### src/rtl/qmi_pkg.sv
`timescale 1ns / 1ps

package qmi_pkg;

   localparam int CAPACITY       = 1024;
   localparam int VALUE_BITS     = 32;
   localparam int RSP_VALUE_BITS = 32;
   localparam int POS_BITS       = (CAPACITY > 1) ? $clog2(CAPACITY) : 1;
   localparam int COUNT_BITS     = $clog2(CAPACITY + 1);

   // Request codes on req_type; the fourth code is unused and ignored.
   typedef enum logic [1:0] {
      REQ_PUSH_TAIL = 2'd0,
      REQ_PUSH_MID  = 2'd1,
      REQ_POP       = 2'd2
   } req_code_type;

   typedef enum logic [1:0] {
      STATUS_OK    = 2'd0,
      STATUS_EMPTY = 2'd1,
      STATUS_FULL  = 2'd2
   } status_type;

   typedef enum logic [1:0] {
      CELL_HOLD   = 2'd0,
      CELL_INSERT = 2'd1,
      CELL_POP    = 2'd2
   } cell_op_type;

   // Broadcast from the sequencer to every cell of the row.
   typedef struct packed {
      cell_op_type           op;
      logic [POS_BITS-1:0]   pos;
      logic [VALUE_BITS-1:0] value;
   } cell_cmd_type;

   function automatic logic [RSP_VALUE_BITS-1:0] pop_extend(
      input logic [VALUE_BITS-1:0] v
   );
      logic signed [VALUE_BITS-1:0] sv;
      sv = v;
      return RSP_VALUE_BITS'(sv);
   endfunction

endpackage

### src/rtl/qmi_cell.sv
`timescale 1ns / 1ps

// One queue slot. Shift right past an insert point, shift left on pop.
module qmi_cell (
   input  logic                             clock,
   input  qmi_pkg::cell_cmd_type            cmd,
   input  logic [qmi_pkg::POS_BITS-1:0]     cell_index,
   input  logic [qmi_pkg::VALUE_BITS-1:0]   left_data,
   input  logic [qmi_pkg::VALUE_BITS-1:0]   right_data,
   output logic [qmi_pkg::VALUE_BITS-1:0]   data_out
);

   logic [qmi_pkg::VALUE_BITS-1:0] data_ff;
   logic [qmi_pkg::VALUE_BITS-1:0] data_in;

   always_comb begin
      data_in = data_ff;
      case (cmd.op)
         qmi_pkg::CELL_INSERT: begin
            if (cell_index == cmd.pos) begin
               data_in = cmd.value;
            end else if (cell_index > cmd.pos) begin
               data_in = left_data;
            end
         end
         qmi_pkg::CELL_POP: begin
            data_in = right_data;
         end
         default: begin
            data_in = data_ff;
         end
      endcase
   end

   always_ff @(posedge clock) begin
      data_ff <= data_in;
   end

   assign data_out = data_ff;

endmodule

### config.mk
export PLATFORM = sky130hd
export DESIGN_NAME = qmi_cell
export DESIGN_NICKNAME = d
export VERILOG_FILES = /design/src/rtl/qmi_pkg.sv /design/src/rtl/qmi_cell.sv
export SDC_FILE = /design/constraint.sdc
export NUM_CORES = 1
export LEC_CHECK = 0
export ABC_AREA = 1
export ABC_CLOCK_PERIOD_IN_PS = 3200
export BUFFER_PORTS_ARGS = -buffer_cell sky130_fd_sc_hd__buf_4
export CORE_ASPECT_RATIO = 2
export CORE_MARGIN = 1.5
export CORE_UTILIZATION = 25
export CTS_CLUSTER_DIAMETER = 80
export CTS_CLUSTER_SIZE = 24
export DETAILED_ROUTE_END_ITERATION = 8
export GPL_TIMING_DRIVEN = 0
export SLEW_MARGIN = 25
export SYNTH_ARGS = -nofsm -noshare
export SYNTH_HDL_FRONTEND = slang
export SYNTH_SLANG_ARGS = --single-unit
### constraint.sdc
create_clock -name clock -period 3.2 [get_ports clock]
set_clock_uncertainty 0.1 [all_clocks]
set_input_delay 0.16 -clock clock [delete_from_list [all_inputs] [get_ports clock]]
set_output_delay 0.16 -clock clock [all_outputs]
set_load 0.01 [all_outputs]
# Yosys cells after proc, flatten, opt, wreduce, memory -nomap -nowiden
# Index checks and enable logic that the tools add are counted.
[totals] ff_bits=32 latch_bits=0 ram_bits=0 mem_bits_ro=0 in_bits=119 output_inout_bits=32 mem_count=0
[classes] add_sub_neg=0 multipliers=0 div_mod_pow=0 magnitude_cmp=1 eq_ne=4 n_shift=0 mux=3 bitwise_logic=0 n_reduce_logical=2
[op_table] op="$mux 32" count=2
[op_table] op="$pmux 32 s2" count=1
[op_table] op="$eq 10x10->1" count=1
[op_table] op="$gt 10x10->1" count=1
[op_table] op="$ne 3x3->1 const B" count=1
[op_table] op="$eq 2x1->1 const B" count=1
[op_table] op="$eq 2x2->1 const B" count=1
[op_table] op="$reduce_and 2->1" count=1
[op_table] op="$reduce_bool 2->1" count=1

# Depth between registers and ports, before layout
[logic_depth] ltp_word=4 mapped_depth=10 depth_no_buf=10

# Least setup slack after synthesis
# No wires, ideal clock.
[synth_path] kind="input port to flip-flop" startpoint="input port cmd[37] (netlist name)" endpoint="register data_ff (netlist bit data_out[0]) (enable)" setup_ns=0.390 arrival_time_ns=1.636 path_slack_ns=1.074 stages=8 cell_sequence="inv_1 -> ha_1 -> nand2_2 -> nor2_4 -> nand3_1 -> nand3_1 -> nand2_1 -> nand2_1"
[synth_between] elab_chain_len=3 elab_cells_between_ends=4 cone_classes="1 x order compare; 2 x eq/ne; 1 x reduce/logical"
[synth_lines] item="from (decl)" line="qmi_cell.sv:6" source="input qmi_pkg::cell_cmd_type cmd,"
[synth_lines] item="$gt 10x10->1 / $eq 10x10->1 (equally long branches)" line="qmi_cell.sv:22, qmi_cell.sv:20"
[synth_lines] item="$ne 3x3->1 (no source line) (*)"
[synth_lines] item="$reduce_and 2->1 (no source line) (*)"
[synth_lines] item="to (signal assigned)" line="qmi_cell.sv:36" source="data_ff <= data_in;"
[synth_lines] item="to (decl)" line="qmi_cell.sv:13" source="logic [qmi_pkg::VALUE_BITS-1:0] data_ff;"
# Every way passes the cells marked *; elsewhere a longest branch is shown, timed or not.
# A chain may end at the register's enable or synchronous reset.

# Worst setup path in the final report
[layout_path] startpoint="input port cmd[37] (netlist name)" endpoint="register data_ff (netlist bit data_out[19]) (enable)"
# Same word-level chain as after synthesis.

==> summary.md <==
| Metric | Value |
|---|---|
| Outcome | complete, no violations |
| Worst Hold Class | in -> reg |
| Die ar. | 10100 sq um |
| Rows | 50 |
| Crit-path cells | buf_4 -> inv_1 -> ha_1 -> nand2_2 -> nor2_4 -> nand3_1 -> nand3_1 -> nand2_1 -> nand2_2 |
| Setup TNS | 0 ns |
| Share of layout cells above drive strength 1 | 0.371 |
| Slowest CP cell | nand2_2 |
| Power Dens Cells | 360 nW/um^2 |
| DR pass1 iterations | 5 |
| Most frequent cells in the layout | 153 x buf_4, 108 x nand2_1, 79 x inv_1 |
| Setup-failing EPs final | 0 |
| Via count | 2637 |
| Core area | 9320 sq um |
| WHS Endpoint | data_out[22] |
| RSZ-0062 raised after global routing | no |
| Startpoint Class | input port |
| Max Cap Violations | 0 |
| Num ports | 151 |
| Most common cell after layout, fill and taps aside | buf_4 |
| Root Driver | clkbuf_16 |
| Slew headroom | 0.463 |
| Crit Path Category | in -> reg |
| Hold depth | 3 |
| Hpwl dp | 6210 um |
| Pleak | 2.15 nW |
| Pin count of the biggest net entering global routing | 33 |
| Clock tree buffer depth | 2 |
| Net count after synthesis | 457 |
| Syn_area_per_cell | 7.25 sq um |
| Critical Path AT | 1.76 ns |
| P&R area growth vs syn | 58.6% |
| Synthesized netlist cell count | 328 |
| Iteration-0 DRC Markers | 131 |
| Post-CTS Setup Bufs | 0 |
| H-tree depth | 2 |
| Critical path required time | 3.00 ns |
| Final ANT Viol Nets | 0 |
| Crit path time final | 1.96 ns |
| Crit. End Element | flop |
| Achievable Freq | 0.510 GHz |
| Slew Limit Fails | 0 |
| Yosys reg bits | 32 |
| Vias in the first global route | 2533 |
| Nets | 614 |
| Post-synth cell types | 18 |
| First-pass GRT wire length | 11600 um |
| Sink Count | 32 |
| Number of buffers created by CTS | 5 |
| Worst-path fanout max | 32 |
| Hold wc startpoint | right_data[22] |
| Fin crit share | 0.613 |
| Mapped cell area | 2380 sq um |
| Overall Power | 1.36 mW |
| DR WL/cell | 12.9 um |
| Post-CTS Hold Buffers | 0 |
| Final Hold Viols | 0 |
| Syn. warnings | 0 |
| Peak VDD IR | 0.167 mV |
| Post-synthesis sequential area ratio | 0.404 |
| Routed vias/inst | 4.48 |
| Post-cts sizing count | 0 |
| Grt ovf | 0 |
| Actual slew at the worst max-slew pin | 0.802 ns |
| Final wirelength | 7580 um |
| IO Port Bufs | 150 |
| Number of remaining DRC errors | 0 |
| GP Congestion | 0.828 |
| Max reg flops | 32 |
| N_diodes | 0 |
| Initial core utilization | 0.255 |
| CTS clock-pin slew for the worst setup and hold paths | 0.05 ns |
| Global router's overall resource usage | 0.146 |
| Die width | 72.0 um |
| CTS tree | built |
| Initial antenna violation count | 0 |
| Die Ht | 141 um |
| CP peak stage delay | 0.59 ns |
==> critical path, delay by kind of cell <==
kind	cells	cell delay (ns)
simple gates	6	1.18
fa+ha+maj	1	0.29
buf+inv	2	0.11
==> cell usage after synthesis <==
master,instances,area share
nand4_1,32,0.084
a21o_1,1,0.0032
inv_2,3,0.0047
nand3_1,35,0.074
edfxtp_1,32,0.40
nor2_1,2,0.0032
a21oi_1,2,0.0042
inv_1,79,0.12
buf_2,9,0.019
nand2_2,2,0.0053
nand3_4,1,0.0074
nor2_8,1,0.0084
nor2_4,1,0.0047
buf_4,3,0.0095
nand2_1,109,0.17
clkbuf_1,3,0.0047
ha_1,10,0.053
buf_6,3,0.014
==> report_power, final <==
part | internal [mW] | switching, mW | total, mW
Sequential | 0.522 | 0.0129 | 0.535
Clock | 0.282 | 0.164 | 0.446
Combinational | 0.196 | 0.180 | 0.376
Total | 1.00 | 0.357 | 1.36
==> worst max-delay path by stage <==
stage,cells after the start,endpoint,start
floorplan,8,data_out[0],cmd[37]
global placement,8,data_out[4],cell_index[5]
detailed placement,9,data_out[16],cmd[37]
CTS,9,data_out[10],cmd[37]
global route,9,data_out[11],cmd[37]
finish,9,data_out[19],cmd[37]
==> layer usage <==
| layer | global-route usage | vias up | share of wire |
|---|---|---|---|
| li1 | - | 1348 | - |
| met1 | 0.147 | 1179 | 0.34 |
| met2 | 0.284 | 95 | 0.58 |
| met3 | 0.0193 | 15 | 0.053 |
| met4 | 0.0675 | 0 | 0.030 |
| met5 | 0 | - | 0 |
==> logic make-up (layout without fill, tap and decap cells) <==
group                      count (synthesis)  count (layout)  share of synthesized area
AOI/OAI and AO/OA                          3               3                    0.00737
adders and majority gates                 10              10                     0.0526
buffers and inverters                    100             257                      0.177
DFF                                       32              32                      0.404
and+or+nand+nor                          183             183                      0.359
==> layout make-up <==
type	instances	area, sq um
flip-flops and latches	32	961
clock buffers	6	129
fillers	998	5550
repair buffers	150	1130
plain buffers	18	113
clock inverters	1	5.00
multi-input cells	196	998
well taps	104	130
inverters	82	308
==> through the flow <==
step                      hold WS, ns   util  area [sq um]  worst slack, ns  std cells
after global routing           0.0617  0.404          3770             1.08        589
after global placement          0.336  0.390          3630            0.490        582
after floorplan                 0.246      -          2380             1.07        328
after detailed placement        0.335  0.390          3640            0.916        582
after CTS                      0.0546  0.404          3770             1.21        589
final                          0.0586  0.404          3770             1.24        589
Power figures use the tool's default switching activity.
