**src/rtl/qmi_pkg.sv**
```systemverilog
`timescale 1ns / 1ps

package qmi_pkg;

   localparam int CAPACITY       = 1024;
   localparam int VALUE_BITS     = 32;
   localparam int RSP_VALUE_BITS = 32;
   localparam int POS_BITS       = (CAPACITY > 1) ? $clog2(CAPACITY) : 1;
   localparam int COUNT_BITS     = $clog2(CAPACITY + 1);

   // Request codes on req_type; the fourth code is unused and ignored.
   typedef enum logic [1:0] {
      REQ_PUSH_TAIL = 2'd0,
      REQ_PUSH_MID  = 2'd1,
      REQ_POP       = 2'd2
   } req_code_type;

   typedef enum logic [1:0] {
      STATUS_OK    = 2'd0,
      STATUS_EMPTY = 2'd1,
      STATUS_FULL  = 2'd2
   } status_type;

   typedef enum logic [1:0] {
      CELL_HOLD   = 2'd0,
      CELL_INSERT = 2'd1,
      CELL_POP    = 2'd2
   } cell_op_type;

   // Broadcast from the sequencer to every cell of the row.
   typedef struct packed {
      cell_op_type           op;
      logic [POS_BITS-1:0]   pos;
      logic [VALUE_BITS-1:0] value;
   } cell_cmd_type;

   function automatic logic [RSP_VALUE_BITS-1:0] pop_extend(
      input logic [VALUE_BITS-1:0] v
   );
      logic signed [VALUE_BITS-1:0] sv;
      sv = v;
      return RSP_VALUE_BITS'(sv);
   endfunction

endpackage

```
**src/rtl/qmi_ctrl.sv**
```systemverilog
`timescale 1ns / 1ps

// Request sequencer: hold the request, check it against the fill count,
// drive one command into the cell row and register the result.
module qmi_ctrl (
   input  logic                                 clock,
   input  logic                                 reset,
   input  logic                                 start,
   output logic                                 busy,
   input  logic [1:0]                           req_type,
   input  logic signed [31:0]                   req_push_value,
   input  logic [qmi_pkg::VALUE_BITS-1:0]       head_data,
   output qmi_pkg::cell_cmd_type                cmd,
   output logic                                 rsp_strobe,
   output logic signed [31:0]                   rsp_pop_value,
   output logic [1:0]                           rsp_status,
   output logic [10:0]                          rsp_entry_count
);

   logic                               pending_ff;
   logic [1:0]                         code_ff;
   logic [qmi_pkg::VALUE_BITS-1:0]     value_ff;
   logic [qmi_pkg::COUNT_BITS-1:0]     count_ff;
   logic [qmi_pkg::COUNT_BITS-1:0]     count_in;
   logic                               strobe_ff;
   logic [qmi_pkg::RSP_VALUE_BITS-1:0] pop_ff;
   logic [qmi_pkg::RSP_VALUE_BITS-1:0] pop_in;
   qmi_pkg::status_type                status_ff;
   qmi_pkg::status_type                status_in;
   logic                               full;
   logic                               empty;
   logic [qmi_pkg::COUNT_BITS-1:0]     half_up;
   logic                               accept;

   assign accept  = start && !pending_ff;
   assign full    = (count_ff == qmi_pkg::COUNT_BITS'(qmi_pkg::CAPACITY));
   assign empty   = (count_ff == '0);
   assign half_up = (count_ff + qmi_pkg::COUNT_BITS'(1)) >> 1;

   always_comb begin
      cmd.op    = qmi_pkg::CELL_HOLD;
      cmd.pos   = count_ff[qmi_pkg::POS_BITS-1:0];
      cmd.value = value_ff;
      count_in  = count_ff;
      pop_in    = '0;
      status_in = qmi_pkg::STATUS_OK;
      if (pending_ff) begin
         case (code_ff)
            qmi_pkg::REQ_PUSH_TAIL: begin
               if (full) begin
                  status_in = qmi_pkg::STATUS_FULL;
               end else begin
                  cmd.op   = qmi_pkg::CELL_INSERT;
                  count_in = count_ff + qmi_pkg::COUNT_BITS'(1);
               end
            end
            qmi_pkg::REQ_PUSH_MID: begin
               if (full) begin
                  status_in = qmi_pkg::STATUS_FULL;
               end else begin
                  cmd.op   = qmi_pkg::CELL_INSERT;
                  cmd.pos  = half_up[qmi_pkg::POS_BITS-1:0];
                  count_in = count_ff + qmi_pkg::COUNT_BITS'(1);
               end
            end
            qmi_pkg::REQ_POP: begin
               if (empty) begin
                  status_in = qmi_pkg::STATUS_EMPTY;
               end else begin
                  cmd.op   = qmi_pkg::CELL_POP;
                  pop_in   = qmi_pkg::pop_extend(head_data);
                  count_in = count_ff - qmi_pkg::COUNT_BITS'(1);
               end
            end
            default: begin
               cmd.op = qmi_pkg::CELL_HOLD;
            end
         endcase
      end
   end

   always_ff @(posedge clock) begin
      if (reset) begin
         pending_ff <= 1'b0;
         count_ff   <= '0;
         strobe_ff  <= 1'b0;
         status_ff  <= qmi_pkg::STATUS_OK;
      end else begin
         pending_ff <= accept;
         count_ff   <= count_in;
         strobe_ff  <= pending_ff;
         status_ff  <= status_in;
      end
   end

   always_ff @(posedge clock) begin
      if (accept) begin
         code_ff  <= req_type;
         value_ff <= qmi_pkg::VALUE_BITS'(req_push_value);
      end
      pop_ff <= pop_in;
   end

   assign busy            = pending_ff;
   assign rsp_strobe      = strobe_ff;
   assign rsp_pop_value   = pop_ff;
   assign rsp_status      = status_ff;
   assign rsp_entry_count = 11'(count_ff);

endmodule

```
**config.mk**
```make
export PLATFORM = sky130hd
export DESIGN_NAME = qmi_ctrl
export DESIGN_NICKNAME = d
export VERILOG_FILES = /design/src/rtl/qmi_pkg.sv /design/src/rtl/qmi_ctrl.sv
export SDC_FILE = /design/constraint.sdc
export NUM_CORES = 1
export LEC_CHECK = 0
export BUFFER_PORTS_ARGS = -buffer_cell sky130_fd_sc_hd__buf_2
export CAP_MARGIN = 5
export CORE_ASPECT_RATIO = 1.4
export CORE_MARGIN = 10
export CORE_UTILIZATION = 45
export CTS_BUF_LIST = sky130_fd_sc_hd__clkbuf_8
export CTS_CLUSTER_DIAMETER = 150
export DETAILED_ROUTE_END_ITERATION = 8
export PLACE_DENSITY = 0.79
export RECOVER_POWER = 50
export SLEW_MARGIN = 30
export SYNTH_ARGS = -nofsm -noshare
export SYNTH_HDL_FRONTEND = slang
export SYNTH_SLANG_ARGS = --single-unit
```
**constraint.sdc**
```tcl
create_clock -name clock -period 3.5 [get_ports clock]
set_input_delay 0.7 -clock clock [delete_from_list [all_inputs] [get_ports clock]]
set_output_delay 0.7 -clock clock [all_outputs]
set_load 0.02 [all_outputs]
```
# After elaboration in Yosys (flattened, before gate mapping)
# Cells that the tools add are included.
[totals]
input_bits = 69
reg_bits = 81
romBits = 0
ram_bits = 0
latchBits = 0
mem_count = 0
output_inout_bits = 91
[classes]
n_bitwise = 2
magnitude_cmp = 0
n_div = 0
n_shift = 0
addsub = 2
mux = 12
multipliers = 0
reduce_logical = 9
eq_ne = 5
[ops]
columns = ["op", "count"]
rows = [
  ["2-to-1 mux 11 bit", 3],
  ["one-hot mux 11 bit (2 select lines)", 1],
  ["2-to-1 mux 12 bit", 1],
  ["adder 11 x 1 -> 11 bit, second input constant", 1],
  ["equality test 11 bit, second input constant", 1],
  ["zero test 11 bit", 1],
  ["subtractor 11 x 1 -> 11 bit, second input constant", 1],
  ["2-to-1 mux 10 bit", 1],
  ["one-hot mux 2 bit (3 select lines)", 1],
  ["2-to-1 mux 2 bit", 2],
  ["inequality test 2 bit, second input constant", 2],
  ["one-hot mux 2 bit (2 select lines)", 1],
  ["AND reduction 4 bit", 1],
  ["OR reduction 2 bit", 2],
  ["OR reduction 3 bit", 1],
  ["equality test 2 x 1 -> 1 bit, second input constant", 1],
  ["equality test 2 bit, second input constant", 1],
  ["zero test 2 bit", 1],
  ["2-to-1 mux 1 bit", 2],
  ["NOT 1 bit", 2],
  ["nonzero test 2 bit", 1],
  ["logical AND 1 bit", 1],
  ["zero test 1 bit", 1],
]

# Depth between registers and ports, before layout
# Gate-level depths: netlist (run 1).
[depth]
depth_word = 4
mapped_depth = 7
ltp_nobuf = 6

# Least setup slack after synthesis (run 1)
# Ideal clock, no wire load.
[synth_path]
path_kind = "flip-flop to output port"
from = "reg count_ff (netlist bit rsp_entry_count[4])"
to = "out cmd[40] (netlist bit)"
path_stages_with_launch = 6
t_arrival_ns = 2.010
path_slack_ns = 0.790
n_path_buf = 2
required_time_ns = 2.800
path_cell_list = "dfxtp_1 -> buf_2 -> and3_1 -> clkbuf_1 -> nand2_1 -> o311ai_0"
[synth_rtl]
columns = ["element", "line_no", "text"]
rows = [
  ["start, declared", "qmi_ctrl.sv:23", "logic [qmi_pkg::COUNT_BITS-1:0] count_ff;"],
  ["start signal, assigned", "qmi_ctrl.sv:90", "count_ff <= count_in;"],
  ["end, declared", "qmi_ctrl.sv:13", "output qmi_pkg::cell_cmd_type cmd,"],
]

==> results of run 1 <==
[cell families (layout without fill, tap and decap cells)]
family / after synthesis / after routing
simple gates: 101 / 101
flops: 81 / 81
compound gates: 42 / 42
buf+inv: 27 / 184
mux: 6 / 6
fa+ha+maj: 3 / 3
xor+xnor: 3 / 3
[layout by cell type (no fill, tap or decap), types with 5 or more instances in the layout]
| cell | Yosys | final |
|---|---|---|
| nor2_1 | 10 | 10 |
| inv_1 | 7 | 9 |
| mux2_4 | 5 | 5 |
| a211oi_2 | 5 | 5 |
| edfxtp_1 | 34 | 34 |
| nand2_1 | 9 | 9 |
| clkbuf_1 | 6 | 35 |
| nand3_1 | 6 | 6 |
| o21ai_0 | 5 | 5 |
| a21oi_1 | 17 | 17 |
| dfxtp_1 | 47 | 47 |
| nor2b_1 | 6 | 6 |
| and2_1 | 34 | 34 |
| buf_2 | 5 | 125 |
| clkbuf_8 | 0 | 10 |
| nand4_1 | 7 | 7 |
[where the power goes]
| part | internal [W] | switching (W) |
|---|---|---|
| combinational | 0.0000810 | 0.000134 |
| sequential | 0.00102 | 0.0000205 |
| clock | 0.000420 | 0.000329 |
| total | 0.00152 | 0.000484 |
[area by class of cell]
class / count / area [um^2] / area share [%]
inverters: 7 / 26.3 / 0.627
clock buffers: 10 / 138 / 3.28
well taps: 95 / 119 / 2.83
repair buffers: 161 / 764 / 18.2
flip-flops and latches: 81 / 1960 / 46.8
clock inverters: 6 / 85.1 / 2.03
multi-input cells: 155 / 1100 / 26.2
[worst max-delay path, delay by kind of cell (launching register included)]
kind / cells / cell delay (ns)
compound gates: 2 / 1.04
simple gates: 1 / 0.07
flops: 1 / 0.59
buf+inv: 2 / 0.39
[registers in the layout, indices dropped and copies added (netlist names)]
name,count
value_ff,32
rsp_status,2
code_ff,2
rsp_strobe,1
busy,1
rsp_pop_value,32
rsp_entry_count,11
[metal layers]
| metal | routed length (um) | share of wire, % |
|---|---|---|
| met4 | 237 | 2.7 |
| met5 | 0 | 0 |
| met1 | 3000 | 34 |
| met3 | 860 | 9.7 |
| met2 | 4740 | 54 |
[metrics by stage]
step / power (W) / area [um^2] / worst slack [ns]
CTS: 0.00203 / 4240 / 0.363
global route: 0.00208 / 4190 / 0.179
detailed placement: 0.00128 / 4020 / 0.745
floorplan: 0.00120 / 3230 / 0.790
global placement: 0.00128 / 4020 / 0.810
finish: 0.00201 / 4190 / 0.355
[worst min path at each step]
stage,start,endpoint,slack (ns)
floorplan,code_ff[1],rsp_status[1],0.53
global placement,rsp_entry_count[0],rsp_entry_count[0],0.55
detailed placement,rsp_entry_count[0],rsp_entry_count[0],0.58
CTS,req_push_value[4],value_ff[4],0.50
global route,req_push_value[19],value_ff[19],0.50
finish,req_push_value[4],value_ff[4],0.52
==> metrics, run 1 <==
GR Util met1=15.0%; normalized max-slew margin=-9.17%; WL final=8840 um; dpl hpwl=6940 um; # clock sinks=81; crit path cell chain=nor4_4, buf_4, a41oi_1, o221ai_1, buf_2; period utilization=89.9%; antenna violations before repair=0; routability congestion estimate=0.752; Die H=120 um; cell area after synthesis=0.00323 mm^2; CP Launch Type=register; share of cells above drive strength 1=37.4%; vias in the first global route=2643; FF-to-FF End=value_ff[27]; WHS=0.521 ns; n_diodes=0; Setup crit end=cmd[35]; critical path's largest stage delay=0.79 ns; post-synthesis compound-gate area fraction=9.34%; Synth Area in Simple Gates=20.1%; Num CTS Buffers=9; Skew-Pair Late Insertion Delay=0.34 ns; Post-synth EDFFs=34; Fin Setup TNS=0 ns; FILL cells=593; FF+latch count, synth=81; Worst setup EP type=primary output; met2 Use GR=27.5%; Hold WC Path Type=in2reg; Synth cell types=48; pwr/cell area=478 mW/mm^2; minimum clock period=3.14 ns; Die X=91.6 um; status=finished, violations left; Routed Antenna Nets=0; setup violators final=0; first-pass GRT wire length=13600 um; Syn Inst Count=263; worst slew pin tran=1.64 ns; asr flop ratio synth=0%; Setup Buffers After CTS=0; Rows=36; via count=2555; Synth Warn #=0; Routed WL per cell=17.2 um; TritonCTS clock tree=done; synth top area cells=edfxtp_1, dfxtp_1, and2_1; CTS H-tree lvls=3; Area Overhead vs Synth=29.8%; R2R Setup Slk=1.21 ns; final-report hold violation count=0; Fmax=318 MHz; largest family of logic cells by synthesized area=simple AND/OR/NAND/NOR gates; CP required=2.80 ns; Gates resized, CTS repair=0; post-DR vias/cell=4.96; Slew Limit Fails=33; ys flop type=dfxtp_1; post-synthesis mux area share=2.63%; RSZ-0062 raised after global routing=false; largest area contributor in the netlist=edfxtp_1; Total GRT Usage=15.6%; Initial Util=46.3%; Worst setup startpoint=rsp_entry_count[2]; Core ar.=0.00698 mm^2; cell depth of the worst hold path=1; DRC=0; hold-fix buffers at CTS=0; most frequent cell after synthesis=dfxtp_1; most frequent cells after synthesis=dfxtp_1, and2_1, edfxtp_1; Peak VDD IR=0.345 mV; Setup Crit Path Kind=reg2out; met3 GRT Util=6.50%; worst r2r path cells=2; Lkg Pwr=1.82 nW; GRT busiest layer=met2; Avg Synthesized Cell Area=12.3 um^2; Seq/Total Area, Yosys=60.8%; WP data arrival=2.44 ns; fin cells=515; placed cells=499; Clock transition at path regs=0.08 ns; CP max FO=13; largest net degree at the start of global routing=34; syn_nets=335; failing checks=max-capacitance violations, max-slew violations; Die ar.=0.0110 mm^2; GRT overflow=0; XOR/XNOR Fraction of Synth Area=0.814%; CTS root buf=clkbuf_8; Reg-to-Reg Start=busy; clk buf depth=2; skew final=0.00875 ns; Post-Synth Adder-Cell Area=1.16%; TritonRoute pass-1 iters=5; post-synth top area share=31.6%; I/O pin cnt=160; Slowest cell on crit path=a41oi_1; Port Buffer Count=159; nets@finish=487; 1st-iter DRT viols=273; Final Util=60.1%; maxcap violations=1
No activity file was read; power rests on OpenSTA's default activity.
==> run 2: changes to the inputs <==
- ABC_AREA: unset -> 1
==> run 2 against run 1 <==
  * The run still ends with max-capacitance violations, max-slew violations left
  * Synthesized cell count grew 39%
  * Sequential power is essentially flat
  * Final cell count increased by 22%
  * Power up 4.3%
  * Via count up 15%
  * Combinational power grew 55%
  * Critical endpoint is now cmd[43]
  * Largest cell class unchanged
  * Die area grew 0.97%
  * Fmax increased by 5.2%
  * Sequential share of layout area decreased by 0.90 points
  * Critical path type unchanged
  * Worst hold slack worse by 0.0014 ns
  * Non-clock buffer count decreased by 1
  * Global-route usage is 1.1 points higher
==> metrics, run 2 <==
cell area after synthesis=0.00327 mm^2 (+1.2%); n_diodes=0 (unchanged); Fin Setup TNS=0 ns (unchanged); failing checks=max-capacitance violations, max-slew violations; Port Buffer Count=159 (unchanged); Setup Buffers After CTS=0 (unchanged); nets@finish=600 (+23%); post-synth top area share=31.2% (-0.38 points); Avg Synthesized Cell Area=8.93 um^2 (-27%); Num CTS Buffers=9 (unchanged); Lkg Pwr=2.17 nW (+20%); hold-fix buffers at CTS=0 (unchanged); status=finished, violations left; # clock sinks=81 (unchanged); Synth Warn #=0 (unchanged); routability congestion estimate=0.884 (+17%); TritonRoute pass-1 iters=4 (-1); Peak VDD IR=0.428 mV (+24%); Die H=121 um (+0.50%); Die X=92.0 um (+0.47%); CTS root buf=clkbuf_8; worst slew pin tran=1.84 ns (+0.204 ns); setup violators final=0 (unchanged); Area Overhead vs Synth=30.8%; TritonCTS clock tree=done; most common cell after layout, fill and taps aside=buf_2; clk buf depth=2 (unchanged); Slew Limit Fails=35 (+6.1%); Routed Antenna Nets=0 (unchanged); most frequent cell after synthesis=nand2_1; Worst setup EP type=primary output; CTS H-tree lvls=3 (unchanged); post-DR vias/cell=4.66 (-6.0%); Gates resized, CTS repair=0 (unchanged); Skew-Pair Late Insertion Delay=0.35 ns (about the same); synth top area cells=edfxtp_1, dfxtp_1, nand2_1; Setup Crit Path Kind=reg2out; pwr/cell area=490 mW/mm^2 (+2.3%); CP max FO=33 (+20); Routed WL per cell=15.1 um (-12%); GRT overflow=0 (unchanged); FF+latch count, synth=81 (unchanged); WL final=9490 um (+7.4%); WP data arrival=2.29 ns (-0.15 ns); Total GRT Usage=16.7% (+1.1 points); DRC=0 (unchanged); Rows=36 (unchanged); Clock transition at path regs=0.08 ns (about the same); via count=2929 (+15%); maxcap violations=1 (unchanged); final-report hold violation count=0 (unchanged); syn_nets=438 (+31%); skew final=0.00889 ns (+0.000139 ns); ys flop type=dfxtp_1; Syn Inst Count=366 (+39%); Synth cell types=29 (-40%); 1st-iter DRT viols=159 (-42%); RSZ-0062 raised after global routing=false; share of cells above drive strength 1=29.5% (-7.9 points); final worst slack=0.510 ns (+0.154 ns); Fmax=334 MHz (+5.2%); most frequent cells in the layout=buf_2, nand2_1, nor2_1; Final Power=0.00209 W (+4.3%); Initial Util=46.5% (+0.26 points); minimum clock period=2.99 ns (-0.154 ns); Die ar.=0.0111 mm^2 (+0.97%); period utilization=85.4% (-4.4 points); CP required=2.80 ns (about the same); I/O pin cnt=160 (unchanged); CP Launch Type=register; Post-synth EDFFs=34 (unchanged); WHS=0.520 ns (-0.00141 ns); first-pass GRT wire length=14500 um (+7.3%); most frequent cells after synthesis=nand2_1, nor2_1, inv_1; largest area contributor in the netlist=edfxtp_1; vias in the first global route=3046 (+15%); Hold WC Path Type=in2reg; asr flop ratio synth=0% (unchanged); Core ar.=0.00703 mm^2 (+0.65%); normalized max-slew margin=-22.8% (-14 points); Place WS=0.990 ns (+0.245 ns); dpl hpwl=7510 um (+8.2%); largest net degree at the start of global routing=35 (+2.9%); Seq/Total Area, Yosys=60.0% (-0.72 points); antenna violations before repair=0 (unchanged)
-- run 2: changes by cell type in the layout (fill, tap and decap cells not counted), moves of 6 or more --
cell	change
and2_1	-33
inv_1	+46
nand2_1	+65
nand3_1	+15
nor2_1	+62
nor2b_1	-6
-- run 2: cells by family after synthesis --
family / Yosys count / synth area share [%]
flops: 81 / 60.0
compound gates: 25 / 3.98
xor+xnor: 3 / 0.804
simple gates: 188 / 25.2
buf+inv: 66 / 8.88
fa+ha+maj: 3 / 1.15
-- run 2: final timing paths --
kind                       from      endpoint  slack [ns]  cells after the start
max reg2reg                busy  value_ff[11]        1.25                      2
max          rsp_entry_count[0]       cmd[43]        0.51                      8
min reg2reg                busy    rsp_strobe        0.58                      2
min                 req_type[0]    code_ff[0]        0.52                      1
-- run 2: worst max-delay path: stages (launching register included) --
cell and delay (ns):
dfxtp_1 0.35, inv_1 0.16, ha_1 0.19, nand2_2 0.05
nor2_1 0.31, nand2_1 0.15, nand3_2 0.46, inv_1 0.08
buf_2 0.18
-- run 2: metrics by stage --
step           cells  utilization, %  area, um^2
6_report         628            60.8        4280
5_1_grt          628            60.8        4280
4_1_cts          628            61.6        4330
3_5_place_dp     612            58.6        4120
3_3_place_gp     612            58.6        4120
2_1_floorplan    366               -        3270
-- run 2: layout make-up --
cell class	count	area (um^2)
clock buffers	11	151
clock inverters	5	60.1
fillers	657	2750
inverters	57	214
multi-input cells	219	1010
flip-flops and latches	81	1960
well taps	95	119
repair buffers	160	758
-- run 2: power breakdown --
part           internal [W]  switching, W  total [W]
Sequential          0.00103     0.0000258    0.00105
Clock              0.000372      0.000333   0.000706
Combinational      0.000112      0.000221   0.000333
Total               0.00151      0.000580    0.00209
-- run 2: routing by layer --
layer | part of all wire, % | up-vias | track usage, %
met2 | 53 | 111 | 30.1
met3 | 11 | 17 | 10.1
met1 | 34 | 1339 | 14.5
met5 | 0 | - | 0
li1 | - | 1462 | -
met4 | 2.2 | 0 | 6.87
